$ cat config.mk
export PLATFORM = sky130hd
export DESIGN_NAME = pcvo_grid
export DESIGN_NICKNAME = d
export VERILOG_FILES = /design/src/sv/point_cloud_voxel_occupancy_top_macros.svh /design/src/sv/pcvo_pkg.sv /design/src/sv/pcvo_grid.sv
export SDC_FILE = /design/constraint.sdc
export NUM_CORES = 2
export LEC_CHECK = 0
export BUFFER_PORTS_ARGS = -buffer_cell sky130_fd_sc_hd__buf_2
export CAP_MARGIN = 10
export CORE_MARGIN = 2
export CORE_UTILIZATION = 35
export DETAILED_ROUTE_END_ITERATION = 6
export PLACE_DENSITY = 0.49
export SLEW_MARGIN = 25
export SYNTH_ARGS = -nofsm -noshare
export SYNTH_HDL_FRONTEND = slang
export SYNTH_SLANG_ARGS = --single-unit
$ cat constraint.sdc
create_clock -name i_clk -period 3.3 [get_ports i_clk]
set_input_delay 0 -clock i_clk [delete_from_list [all_inputs] [get_ports i_clk]]
set_output_delay 0 -clock i_clk [all_outputs]
set_load 0.02 [all_outputs]
$ cat src/sv/point_cloud_voxel_occupancy_top_macros.svh
// Assertion macros of the voxel occupancy RTL, used by the sequencer.
`ifndef POINT_CLOUD_VOXEL_OCCUPANCY_TOP_MACROS_SVH
`define POINT_CLOUD_VOXEL_OCCUPANCY_TOP_MACROS_SVH

// Same-cycle implication, clocked on i_clk, off while i_rst_n is low.
`define PCVO_ASSERT_NOW(label, ante, cons, msg) \
    label: assert property (@(posedge i_clk) disable iff (!i_rst_n) (ante) |-> (cons)) \
        else $error(msg);

// Next-cycle implication, clocked on i_clk, off while i_rst_n is low.
`define PCVO_ASSERT_NEXT(label, ante, cons, msg) \
    label: assert property (@(posedge i_clk) disable iff (!i_rst_n) (ante) |=> (cons)) \
        else $error(msg);

`endif

$ cat src/sv/pcvo_pkg.sv
// Shared constants, types and codes of the voxel occupancy block.
`default_nettype none
package pcvo_pkg;

    // Grid storage: cells packed into rows of one memory word each.
    localparam int GRID_CELLS = 4096;
    localparam int ADDR_W     = $clog2(GRID_CELLS);
    localparam int ROW_BITS   = 32;
    localparam int ROW_SEL_W  = $clog2(ROW_BITS);
    localparam int ROWS       = GRID_CELLS / ROW_BITS;
    localparam int ROW_W      = $clog2(ROWS);

    // Field and register widths.
    localparam int COORD_W    = 16;
    localparam int HALF_W     = 15;
    localparam int IVS_W      = 16;
    localparam int STRIDE_W   = 13;
    localparam int CELL_W     = 12;
    localparam int ACTION_W   = 2;
    localparam int CFG_IDX_W  = 3;
    localparam int CFG_DATA_W = 16;
    localparam int BOUND_W    = (ADDR_W + 1 > STRIDE_W) ? ADDR_W + 1 : STRIDE_W;

    // Shared multiply-add datapath.
    localparam int MUL_W      = 2 * IVS_W;
    localparam int ACC_W      = 32;
    localparam int FRAC_SHIFT = 16;

    // Register reset values.
    localparam logic [HALF_W-1:0]   RST_HALF_X     = HALF_W'(1280);
    localparam logic [HALF_W-1:0]   RST_HALF_Y     = HALF_W'(1280);
    localparam logic [HALF_W-1:0]   RST_HALF_Z     = HALF_W'(512);
    localparam logic [IVS_W-1:0]    RST_INV_VOXEL  = IVS_W'(256);
    localparam logic [STRIDE_W-1:0] RST_CELLS_Z    = STRIDE_W'(4);
    localparam logic [STRIDE_W-1:0] RST_STRIDE_X   = STRIDE_W'(40);
    localparam logic [STRIDE_W-1:0] RST_CELLS_USED = STRIDE_W'(400);

    typedef enum logic [ACTION_W-1:0] {
        ACT_INSERT,
        ACT_CLEAR,
        ACT_READ,
        ACT_NONE
    } t_action;

    typedef enum logic [CFG_IDX_W-1:0] {
        REG_HALF_X,
        REG_HALF_Y,
        REG_HALF_Z,
        REG_INV_VOXEL,
        REG_CELLS_Z,
        REG_STRIDE_X,
        REG_CELLS_USED
    } t_reg_idx;

    typedef struct packed {
        logic [HALF_W-1:0]   half_x;
        logic [HALF_W-1:0]   half_y;
        logic [HALF_W-1:0]   half_z;
        logic [IVS_W-1:0]    inv_voxel;
        logic [STRIDE_W-1:0] cells_z;
        logic [STRIDE_W-1:0] stride_x;
        logic [STRIDE_W-1:0] cells_used;
    } t_cfg;

    typedef struct packed {
        logic                rd_en;
        logic [ROW_W-1:0]    rd_row;
        logic                wr_en;
        logic [ROW_W-1:0]    wr_row;
        logic [ROW_BITS-1:0] wr_data;
    } t_grid_req;

    typedef struct packed {
        logic [IVS_W-1:0] a;
        logic [IVS_W-1:0] b;
        logic [ACC_W-1:0] addend;
        logic             scale;
    } t_mac_req;

endpackage
`default_nettype wire

$ cat src/sv/pcvo_grid.sv
// Occupancy bit store: one row of cells per word, with per-row valid bits.
`default_nettype none
module pcvo_grid import pcvo_pkg::*; (
    input  logic                i_clk,
    input  logic                i_rst_n,
    input  t_grid_req           i_req,
    output logic [ROW_BITS-1:0] o_rdata
);

    logic [ROW_BITS-1:0] r_mem [ROWS];
    logic [ROW_BITS-1:0] r_rdata;
    logic [ROWS-1:0]     r_valid;
    logic                r_rd_valid;

    always_ff @(posedge i_clk) begin
        if (i_req.wr_en) begin
            r_mem[i_req.wr_row] <= i_req.wr_data;
        end
        if (i_req.rd_en) begin
            r_rdata <= r_mem[i_req.rd_row];
        end
    end

    // A row never written since reset reads as all empty.
    always_ff @(posedge i_clk) begin
        if (!i_rst_n) begin
            r_valid    <= '0;
            r_rd_valid <= 1'b0;
        end else begin
            if (i_req.wr_en) begin
                r_valid[i_req.wr_row] <= 1'b1;
            end
            if (i_req.rd_en) begin
                r_rd_valid <= r_valid[i_req.rd_row];
            end
        end
    end

    assign o_rdata = r_rd_valid ? r_rdata : '0;

endmodule
`default_nettype wire

==> impl_metrics.toml <==
[worst_hold_path]
min_path_type = "in -> reg"
timing.hold.worst.start = "i_req[25]"

[detailed_routing]
avgRoutedWirePerCell_um = 36.3
postRouteAntennaNets = 0
number_of_violations_reported_at_the_end_of_detailed_routing_iteration_0 = 9889
drt_first_pass_iters = 5
detail_route.drc_violations = 0
average_via_count_per_standard_cell = 5.58
wl_mm = 498
vias = 76600

[yosys]
number_of_synthesized_flops_with_an_enable_pin = 4128
netlist_top_cells_count = "edfxtp_1 (4128), mux4_2 (1375), clkbuf_1 (198)"
synth.largest_area_cell = "edfxtp_1"
synthDominantCellAreaShare = 0.767
most_numerous_cell_in_the_yosys_netlist = "edfxtp_1"
synth-async-reset-ratio = 0
synth_ff_type = "edfxtp_1"
netlist_top_cells_area = "edfxtp_1 (77%), mux4_2 (19%), dfxtp_1 (1.6%)"
ys_ff_latch = 4257
synth.net_count = 6515
post_synth_inst_count = 6465
number_of_unique_standard_cell_types_used_by_synthesis = 35
synth.yosys.warnings = 0
synth_sequential_area_ratio = 0.783
post_synth.cell_area_avg_um2 = 25.0
mappedNetlistArea_mm2 = 0.162

[grt]
grt.met1_usage = 0.296
antenna_violations_before_repair = 70
globalRoute.totalOverflow = 0
number_of_global_route_vias_before_repair = 77700
globalRouteMet3Util = 0.0247
grt.total_usage = 0.210
grt_most_used_layer = "met2"
grt_pass1_wl_mm = 674
gr-usage-met2 = 0.348
grt_max_degree = 88

[clocking]
post_cts_buffers = 0
path_clk_slew_ns = 0.06
clock_tree_from_tritoncts = "yes"
postCtsHoldBufs = 50
clk_tree_root_cell = "clkbuf_16"
h-tree-depth = 5
cts-buffers-inserted = 442
post_cts_resize_count = 0
clock_sink_count = 4257
cts.path.max_buffers = 4
clock_latency_ns = 1.00

[finish]
fill_cells = 39600
final_net_count = 7227
layout-area-overhead-vs-synth_pct = 18.0
postLayoutCoreUtil = 0.415
post_route_cells_drive_above_1_share = 0.360

[timing]
rsz0062_at_grt = "false"
slew_violations = 0
fin_worst_skew_ns = 0.0664
slew-limit-headroom = 0.292
setup_slack_ns = 0.135
final-setup-viol-count = 0
fmax_mhz = 316
max_slew.worst_pin.slew_ns = 1.06
layout_worst_path_cycle_share = 0.959
hold_violations = 0
period_needed_ns = 3.17

[floorplanning]
starting_density_of_the_core = 0.351
coreArea_mm2 = 0.460
ioPinCount = 82
fp.dieArea_mm2 = 0.467
die_w_um = 683
rows = 249
die_h_um = 683

[setup_path]
critical_path.endpoint = "r_rd_valid$_SDFFE_PN0P_"
timing.critical_path.arrival_ns = 4.11
worst_ep_required_time_ns = 4.24
delay_of_the_slowest_cell_on_the_worst_path_ns = 0.85
path_class = "in -> reg"
critical-path-slowest-cell = "buf_4"
reg2regPathDepth = 8
worst_path_most_repeated_cell = "dlygate4sd3_1"
critical_path.endpoint_type = "flop"
cp-start-kind = "primary input"
timing.critical_path.cells = "dlygate4sd3_1, buf_2, buf_4, buf_4, nor4_1, nor3_1, nand4_1, dlygate4sd3_1, a31oi_1, dlygate4sd3_1"
r2r-start = "r_valid[39]$_SDFFE_PN0P_"
timing.reg2reg.setup_slack_ns = 0.27
worstSetupStartpoint = "i_req[43]"
crit_fanout = 35
reg_to_reg_endpoint = "r_rd_valid$_SDFFE_PN0P_"

[power]
total_power_mw = 116
total_leakage_power_nw = 58.8
power_density_mw_per_mm2 = 606
ir_drop_mv = 0.449

[run]
maxCapViolCount = 0

[place]
gp_congestion = 0.830
dp_slack_ns = -0.584
io_buffer_count = 81
dpl.hpwl_mm = 288

[status]
status = "finished clean"
## state kept, by name, summed over array words and instances (netlist names)
register    flops
r_rdata        32
r_valid       128
r_mem        4096
r_rd_valid      1
## kinds of logic after synthesis
family | synth area share
muxes | 0.192
AOI/OAI and AO/OA | 0.00651
DFF | 0.783
buffers and inverters | 0.00898
and+or+nand+nor | 0.00884
## worst min-delay path by stage
stage,endpoint,slack (ns),cells past startpoint
global placement,r_valid[54]$_SDFFE_PN0P_,0.44,1
global route,r_mem[55][25]$_DFFE_PP_,0.02,2
detailed placement,r_valid[94]$_SDFFE_PN0P_,0.45,1
finish,r_mem[39][25]$_DFFE_PP_,0.03,2
CTS,r_mem[40][1]$_DFFE_PP_,0.04,2
floorplan,r_mem[0][0]$_DFFE_PP_,0.1,0
## worst max-delay path: cells and delay by family
family                 cells  cell delay, ns
and+or+nand+nor            3            0.64
AOI/OAI and AO/OA          1            0.16
buffers and inverters      6            3.26
## cell type report
| class | instances | area [µm²] | share of cell area |
|---|---|---|---|
| antenna | 31 | 77.6 | 0.000407 |
| clock buffer | 549 | 11700 | 0.0614 |
| clock inverter | 263 | 2560 | 0.0134 |
| inverter | 6 | 30.0 | 0.000157 |
| multi-input combinational | 1852 | 34500 | 0.181 |
| sequential | 4257 | 127000 | 0.664 |
| tap | 6149 | 7690 | 0.0403 |
| timing repair buffer | 618 | 7550 | 0.0396 |
## power breakdown
| group | internal, mW | switching [mW] | total (mW) |
|---|---|---|---|
| sequential | 59.5 | 0.114 | 59.6 |
| combinational | 2.50 | 4.08 | 6.57 |
| clock | 28.4 | 21.0 | 49.4 |
## cells in the final DEF, fill, tap and decap left out, types with 6 or more instances in the layout
cell type	instances
and2_1	32
buf_12	227
buf_2	44
buf_4	289
bufinv_16	42
clkbuf_1	85
clkbuf_16	445
clkbuf_8	19
clkinv_1	101
clkinv_16	6
clkinv_2	82
clkinv_4	6
clkinvlp_4	8
dfxtp_1	129
diode_2	31
dlygate4sd3_1	50
edfxtp_1	4128
inv_6	11
mux2_2	6
mux4_2	1375
nand2_1	113
nand3_1	11
nor2_1	7
nor2_4	128
o21a_1	128
## stage by stage
| step | hold WS, ns | instance area, µm² | std cells | TNS (ns) |
|---|---|---|---|---|
| CTS | 0.0430 | 191000 | 13700 | 0 |
| global route | 0.0161 | 191000 | 13700 | 0 |
| global placement | 0.441 | 176000 | 12800 | -4.56 |
| floorplan | 0.0989 | 162000 | 6465 | 0 |
| finish | 0.0341 | 191000 | 13700 | 0 |
| detailed placement | 0.448 | 176000 | 12800 | -4.29 |
## metal layers
layer  vias to the layer above  share of wire
li1                      29600              -
met1                     43600           0.42
met2                      2835           0.49
met3                       541          0.060
met4                         6          0.026
met5                         -       0.000058
Note: power is estimated with default switching activity, not from simulation.
