**src/sv/point_cloud_voxel_occupancy_top_macros.svh**
```systemverilog
// Assertion macros of the voxel occupancy RTL, used by the sequencer.
`ifndef POINT_CLOUD_VOXEL_OCCUPANCY_TOP_MACROS_SVH
`define POINT_CLOUD_VOXEL_OCCUPANCY_TOP_MACROS_SVH

// Same-cycle implication, clocked on i_clk, off while i_rst_n is low.
`define PCVO_ASSERT_NOW(label, ante, cons, msg) \
    label: assert property (@(posedge i_clk) disable iff (!i_rst_n) (ante) |-> (cons)) \
        else $error(msg);

// Next-cycle implication, clocked on i_clk, off while i_rst_n is low.
`define PCVO_ASSERT_NEXT(label, ante, cons, msg) \
    label: assert property (@(posedge i_clk) disable iff (!i_rst_n) (ante) |=> (cons)) \
        else $error(msg);

`endif

```
**src/sv/pcvo_pkg.sv**
```systemverilog
// Shared constants, types and codes of the voxel occupancy block.
`default_nettype none
package pcvo_pkg;

    // Grid storage: cells packed into rows of one memory word each.
    localparam int GRID_CELLS = 4096;
    localparam int ADDR_W     = $clog2(GRID_CELLS);
    localparam int ROW_BITS   = 32;
    localparam int ROW_SEL_W  = $clog2(ROW_BITS);
    localparam int ROWS       = GRID_CELLS / ROW_BITS;
    localparam int ROW_W      = $clog2(ROWS);

    // Field and register widths.
    localparam int COORD_W    = 16;
    localparam int HALF_W     = 15;
    localparam int IVS_W      = 16;
    localparam int STRIDE_W   = 13;
    localparam int CELL_W     = 12;
    localparam int ACTION_W   = 2;
    localparam int CFG_IDX_W  = 3;
    localparam int CFG_DATA_W = 16;
    localparam int BOUND_W    = (ADDR_W + 1 > STRIDE_W) ? ADDR_W + 1 : STRIDE_W;

    // Shared multiply-add datapath.
    localparam int MUL_W      = 2 * IVS_W;
    localparam int ACC_W      = 32;
    localparam int FRAC_SHIFT = 16;

    // Register reset values.
    localparam logic [HALF_W-1:0]   RST_HALF_X     = HALF_W'(1280);
    localparam logic [HALF_W-1:0]   RST_HALF_Y     = HALF_W'(1280);
    localparam logic [HALF_W-1:0]   RST_HALF_Z     = HALF_W'(512);
    localparam logic [IVS_W-1:0]    RST_INV_VOXEL  = IVS_W'(256);
    localparam logic [STRIDE_W-1:0] RST_CELLS_Z    = STRIDE_W'(4);
    localparam logic [STRIDE_W-1:0] RST_STRIDE_X   = STRIDE_W'(40);
    localparam logic [STRIDE_W-1:0] RST_CELLS_USED = STRIDE_W'(400);

    typedef enum logic [ACTION_W-1:0] {
        ACT_INSERT,
        ACT_CLEAR,
        ACT_READ,
        ACT_NONE
    } t_action;

    typedef enum logic [CFG_IDX_W-1:0] {
        REG_HALF_X,
        REG_HALF_Y,
        REG_HALF_Z,
        REG_INV_VOXEL,
        REG_CELLS_Z,
        REG_STRIDE_X,
        REG_CELLS_USED
    } t_reg_idx;

    typedef struct packed {
        logic [HALF_W-1:0]   half_x;
        logic [HALF_W-1:0]   half_y;
        logic [HALF_W-1:0]   half_z;
        logic [IVS_W-1:0]    inv_voxel;
        logic [STRIDE_W-1:0] cells_z;
        logic [STRIDE_W-1:0] stride_x;
        logic [STRIDE_W-1:0] cells_used;
    } t_cfg;

    typedef struct packed {
        logic                rd_en;
        logic [ROW_W-1:0]    rd_row;
        logic                wr_en;
        logic [ROW_W-1:0]    wr_row;
        logic [ROW_BITS-1:0] wr_data;
    } t_grid_req;

    typedef struct packed {
        logic [IVS_W-1:0] a;
        logic [IVS_W-1:0] b;
        logic [ACC_W-1:0] addend;
        logic             scale;
    } t_mac_req;

endpackage
`default_nettype wire

```
**src/sv/pcvo_mac.sv**
```systemverilog
// Shared multiply-add unit: addend + a*b, product optionally scaled down by 2^16.
`default_nettype none
module pcvo_mac import pcvo_pkg::*; (
    input  t_mac_req         i_req,
    output logic [ACC_W-1:0] o_sum
);

    logic [MUL_W-1:0] prod;
    logic [MUL_W-1:0] term;

    assign prod  = MUL_W'(i_req.a) * MUL_W'(i_req.b);
    // Q8.8 times 1/256 m leaves 16 fraction bits: drop them to floor.
    assign term  = i_req.scale ? (prod >> FRAC_SHIFT) : prod;
    assign o_sum = i_req.addend + ACC_W'(term);

endmodule
`default_nettype wire

```
**config.mk**
```make
export PLATFORM = sky130hd
export DESIGN_NAME = pcvo_mac
export DESIGN_NICKNAME = d
export VERILOG_FILES = /design/src/sv/point_cloud_voxel_occupancy_top_macros.svh /design/src/sv/pcvo_pkg.sv /design/src/sv/pcvo_mac.sv
export SDC_FILE = /design/constraint.sdc
export NUM_CORES = 1
export LEC_CHECK = 0
export ABC_AREA = 0
export BUFFER_PORTS_ARGS = -buffer_cell sky130_fd_sc_hd__buf_4
export CORE_ASPECT_RATIO = 1.4
export CORE_UTILIZATION = 35
export DETAILED_ROUTE_END_ITERATION = 10
export PLACE_DENSITY = 0.61
export SLEW_MARGIN = 15
export SYNTH_ARGS = -nofsm -noshare
export SYNTH_HDL_FRONTEND = slang
export SYNTH_SLANG_ARGS = --single-unit
```
**constraint.sdc**
```tcl
create_clock -name vclk -period 9.8
set_clock_uncertainty 0.05 [all_clocks]
set_input_delay 1.47 -clock vclk [all_inputs]
set_output_delay 1.47 -clock vclk [all_outputs]
set_load 0.01 [all_outputs]
```
==> flow_summary.json, run 1 <==
{
  "status": "finished with violations",
  "violations": "setup timing",
  "n_fill_cell": 2641,
  "avgRoutedWirePerCell_um": 14.6,
  "syn_inst": 1212,
  "grt_max_degree": 34,
  "routed_wl_um": 27800,
  "die_w_um": 146,
  "crit_required_ps": 8280,
  "cp_max_fo": 6,
  "yosys.area.top_type_share": 0.387,
  "synthToLayoutAreaGrowth_pct": 39.7,
  "numSequentialCells": 0,
  "path_class": "primary input to output pin",
  "place_congestion": 0.854,
  "rows": 73,
  "synth_area_leaders": "fa_1 (39%), ha_1 (17%), inv_1 (8.6%), and2_1 (7.2%), nand2_1 (6.4%)",
  "drtIter0Drc": 422,
  "grt_pass1_vias": 10200,
  "max_slew_margin": 0.704,
  "cap_violations": 0,
  "dpl.hpwl_um": 24400,
  "worst_pin_slew_ps": 443,
  "clock.fmax_mhz": 92.9,
  "hold_buffers": 0,
  "grt.overflow.total": 0,
  "antenna_cells": 0,
  "post-route-period-util": 1.10,
  "crit_path_end": "o_sum[21]",
  "synth_area_sq_um": 10100,
  "post-route-util": 0.496,
  "die_h_um": 203,
  "fin_crit_ps": 10770,
  "die_area_sq_um": 29500,
  "grtUsageTotal": 0.196,
  "hold_path_class": "primary input to output pin",
  "initial_core_util": 0.355,
  "multi_input_area_sq_um": 9900,
  "slowest_delay_ps": 590,
  "critPathLaunchType": "primary input",
  "ys_seq_area_frac": 0,
  "portBuffers": 97,
  "ant_nets": 0,
  "cp.arrival_ps": 9250,
  "antenna_found_initial": 0,
  "drive_above_1_share": 0.322,
  "synth_top_cell_by_area": "fa_1",
  "finalHoldViolCount": 0,
  "crit_slowest_cell": "fa_2",
  "slew_violations": 0,
  "critical_path.startpoint": "i_req[58]",
  "setup_ws_ps": -969,
  "cp_common_cell": "fa_1",
  "grt_pass1_wl_um": 47900,
  "core_sq_um": 28400,
  "seq_area_sq_um": 0,
  "rsz0062_at_grt": "yes",
  "clkbuf_count": 0,
  "synth_warnings": 0,
  "syn_area_per_cell_sq_um": 8.33,
  "vias": 9117,
  "synth_nets": 1607,
  "critPathCaptureType": "output pin",
  "num-nets-final": 1923,
  "synth_cell_types": 53,
  "vias_per_cell": 4.80,
  "drcViolationCount": 0,
  "setup_viol": 26,
  "post-place-ws_ps": -943,
  "num_io_pins": 97,
  "dr.pass1.iters": 5
}
placed cells by master (no fill, tap or decap), types with 4 or more instances in the layout:
cell type	Yosys	layout
o211ai_1	4	4
xnor2_1	33	21
nand3_1	10	9
buf_8	0	5
o21ai_0	29	16
buf_12	0	9
a21oi_1	49	30
o21bai_1	10	8
xor2_2	0	5
nand2_1	173	165
o21ai_2	0	7
fa_2	0	7
nand2_2	0	7
nor3_1	8	6
ha_4	0	11
nor2b_1	5	5
ha_1	135	123
nand2b_1	7	6
xor2_1	18	13
inv_2	0	7
buf_4	0	321
a21oi_4	0	6
nor2_1	45	41
fa_1	195	188
o31ai_2	0	4
nand4_1	4	4
and2_4	0	12
xnor2_2	0	11
inv_1	232	225
a21o_1	32	32
buf_6	0	17
a21oi_2	1	14
o21ai_1	1	5
o21a_1	7	7
and2_1	117	105
synth_stat cells (2+ instances only):
cell and number:
nand2b_1 7, inv_1 232, nor3_1 8, mux2_2 3, ha_1 135, a21oi_1 49, o21bai_1 10, o21ai_0 29
a21o_1 32, xnor2_1 33, xor2_1 18, a31oi_1 3, and3_1 3, nor2b_1 5, a211o_1 2, o21a_1 7
nand2_1 173, and2_1 117, a31o_2 5, o211ai_1 4, nand3_1 10, fa_1 195, a211oi_1 7, nand4_1 4
clkbuf_1 38, o31ai_1 6, nor2_1 45, a311oi_1 3, mux2i_1 3, a2111oi_0 2, or3_1 2
per-layer routing:
metal / up-vias / track usage / wire [um] / share of wire
met4: 0 / 0.0515 / 866 / 0.031
met1: 4489 / 0.235 / 11400 / 0.41
met5: - / 0 / 0 / 0
met2: 164 / 0.380 / 14900 / 0.53
met3: 45 / 0.00629 / 623 / 0.022
li1: 4419 / - / - / -
cells by family (layout without fill, tap and decap cells):
kind of cell | Yosys count | count (layout) | share of synthesized area
AND/OR/NAND/NOR | 379 | 379 | 0.179
adder cells (fa/ha/maj) | 330 | 330 | 0.554
buffers and inverters | 271 | 585 | 0.101
AO/OA/AOI/OAI | 174 | 174 | 0.113
XOR/XNOR | 52 | 52 | 0.0465
multiplexers | 6 | 6 | 0.00632
how the worst min path moves through the flow:
| stage | from | to | slack [ps] | depth (start not counted) |
|---|---|---|---|---|
| floorplan | i_req[1] | o_sum[0] | 3040 | 1 |
| global placement | i_req[1] | o_sum[0] | 3200 | 3 |
| detailed placement | i_req[1] | o_sum[0] | 3210 | 3 |
| CTS | i_req[1] | o_sum[0] | 3210 | 3 |
| global route | i_req[1] | o_sum[0] | 3240 | 3 |
| finish | i_req[1] | o_sum[0] | 3230 | 3 |
critical path: cells and delay by family:
family	cells	cell delay, ps
AO/OA/AOI/OAI	10	2150
XOR/XNOR	2	380
adder cells (fa/ha/maj)	8	3520
buffers and inverters	6	520
multiplexers	1	110
AND/OR/NAND/NOR	5	1110
metrics by stage:
stage / cell area, sq um / std cells / hold WS [ps] / TNS, ps
finish: 14100 / 1901 / 3230 / -16740
global route: 14100 / 1901 / 3240 / -23160
CTS: 13600 / 1896 / 3210 / -15630
detailed placement: 13100 / 1867 / 3210 / -16300
global placement: 13100 / 1867 / 3200 / -15150
floorplan: 10300 / 1212 / 3040 / -477
what timing repair did:
action / CTS / global route
endpoints found under the hold margin: 0 / 0
pin swaps: 56 / 73
gates resized for setup: 80 / 87
buffers inserted: 29 / 19
setup endpoints to repair: 25 / 27
area by class of cell:
cell class	instances	area share
inverters	232	0.0618
well taps	375	0.0333
repair buffers	353	0.203
multi-input cells	941	0.702
Power of run 1 is not shown: default switching activity piles up to over one toggle a cycle in this logic, so the estimate is an artifact.
==> run 2: changes to the inputs <==
--- a/config.mk
+++ b/config.mk
@@ -8,9 +8,9 @@
 export ABC_AREA = 0
 export BUFFER_PORTS_ARGS = -buffer_cell sky130_fd_sc_hd__buf_4
 export CORE_ASPECT_RATIO = 1.4
-export CORE_UTILIZATION = 35
+export CORE_UTILIZATION = 55
 export DETAILED_ROUTE_END_ITERATION = 10
-export PLACE_DENSITY = 0.61
+export PLACE_DENSITY = 0.85
 export SLEW_MARGIN = 15
 export SYNTH_ARGS = -nofsm -noshare
 export SYNTH_HDL_FRONTEND = slang
==> run 2 against run 1 <==
The run still ends with setup timing left; via count increased by 25%; utilization increased by 28 points; flip-flop and latch count unchanged; maximum frequency decreased by 9.4%; clock-buffer cell count unchanged; sequential share of layout area unchanged; die area decreased by 36%; wire length increased by 56%; non-clock buffer count decreased by 8; worst hold slack got worse by 17 ps; cell count decreased by 7.5%; global-route usage increased by 19 points; critical endpoint is now o_sum[31].
==> flow_summary.json, run 2 (synthesis gave the netlist of run 1 again) <==
{
  "num-nets-final": 1915,
  "grtUsageTotal": 0.387,
  "die_h_um": 162,
  "finalHoldViolCount": 0,
  "post-route-util": 0.772,
  "critPathCaptureType": "output pin",
  "antenna_cells": 0,
  "hold-worst-slack_ps": 3210,
  "portBuffers": 97,
  "dpl.hpwl_um": 25800,
  "worst_pin_slew_ps": 1300,
  "setup_viol": 29,
  "seq_area_sq_um": 0,
  "vias": 11400,
  "grt.overflow.total": 0,
  "slew_violations": 0,
  "critPathLaunchType": "primary input",
  "hold_path_class": "primary input to output pin",
  "post-route-period-util": 1.21,
  "cp.arrival_ps": 10360,
  "drive_above_1_share": 0.321,
  "clock.fmax_mhz": 84.2,
  "grt_pass1_wl_um": 56200,
  "fin_area_sq_um": 13900,
  "grt_pass1_vias": 11600,
  "ant_nets": 0,
  "multi_input_area_sq_um": 9890,
  "rows": 58,
  "die_area_sq_um": 18900,
  "rsz0062_at_grt": "yes",
  "avgRoutedWirePerCell_um": 24.7,
  "critPathBufInv": 10,
  "path_class": "primary input to output pin",
  "initial_core_util": 0.561,
  "fin_crit_ps": 11880,
  "critPathTopFamily": "adder cells",
  "crit_slowest_cell": "fa_1",
  "drtIter0Drc": 1378,
  "drcViolationCount": 0,
  "routed_wl_um": 43500,
  "layout_commonest_cell": "buf_4",
  "n_fill_cell": 1044,
  "cp_common_cell": "fa_1",
  "max_slew_margin": 0.127,
  "clkbuf_count": 0,
  "place_congestion": 0.921,
  "die_w_um": 117,
  "numSequentialCells": 0,
  "final_cell_mix": "buf_4 (307), inv_1 (219), fa_1 (188)",
  "core_sq_um": 18000,
  "post_dp_cell_area_sq_um": 12800,
  "antenna_found_initial": 1,
  "num_io_pins": 97,
  "violations": "setup timing",
  "dr.pass1.iters": 10,
  "hold_buffers": 0,
  "synthToLayoutAreaGrowth_pct": 37.6,
  "cap_violations": 0,
  "cp_max_fo": 6,
  "vias_per_cell": 6.46,
  "slowest_delay_ps": 550,
  "grt_max_degree": 34,
  "setup_ws_ps": -2080,
  "crit_required_ps": 8280,
  "status": "finished with violations"
}
[run 2: layer usage]
metal  global-route usage  routed length [um]  up-vias  share of wire
met1                0.405               12400     5301           0.29
li1                     -                   -     4403              -
met3               0.0567                4970      542           0.11
met5                    0                  29        -        0.00067
met2                0.684               20100     1117           0.46
met4                0.295                5900        2           0.14
[run 2: area by class of cell]
cell class         count  area share
multi-input cells    941       0.712
repair buffers       345       0.204
inverters            232      0.0627
well taps            240      0.0216
[run 2: metrics by stage]
step	std cells	setup TNS [ps]	setup WS [ps]
3_5_place_dp	1715	-18570	-1090
6_report	1758	-39930	-2080
5_1_grt	1758	-45120	-2270
2_1_floorplan	1212	-477	-179
4_1_cts	1737	-14310	-863
3_3_place_gp	1715	-14160	-898
[run 2: repair_timing]
action / in CTS / in global routing
resized for setup: 85 / 94
setup endpoints to repair: 25 / 29
buffers inserted: 23 / 26
pin swaps: 61 / 97
[run 2: worst min-delay path, cell delays in order]
cell and delay, ps:
buf_4 80, ha_2 130, buf_4 110
[run 2: worst paths after layout]
check,startpoint,end,slack (ps),cells past startpoint
setup / recovery,i_req[38],o_sum[31],-2080,36
hold / removal,i_req[1],o_sum[0],3210,3
Power of run 2 is left out for the same reason.
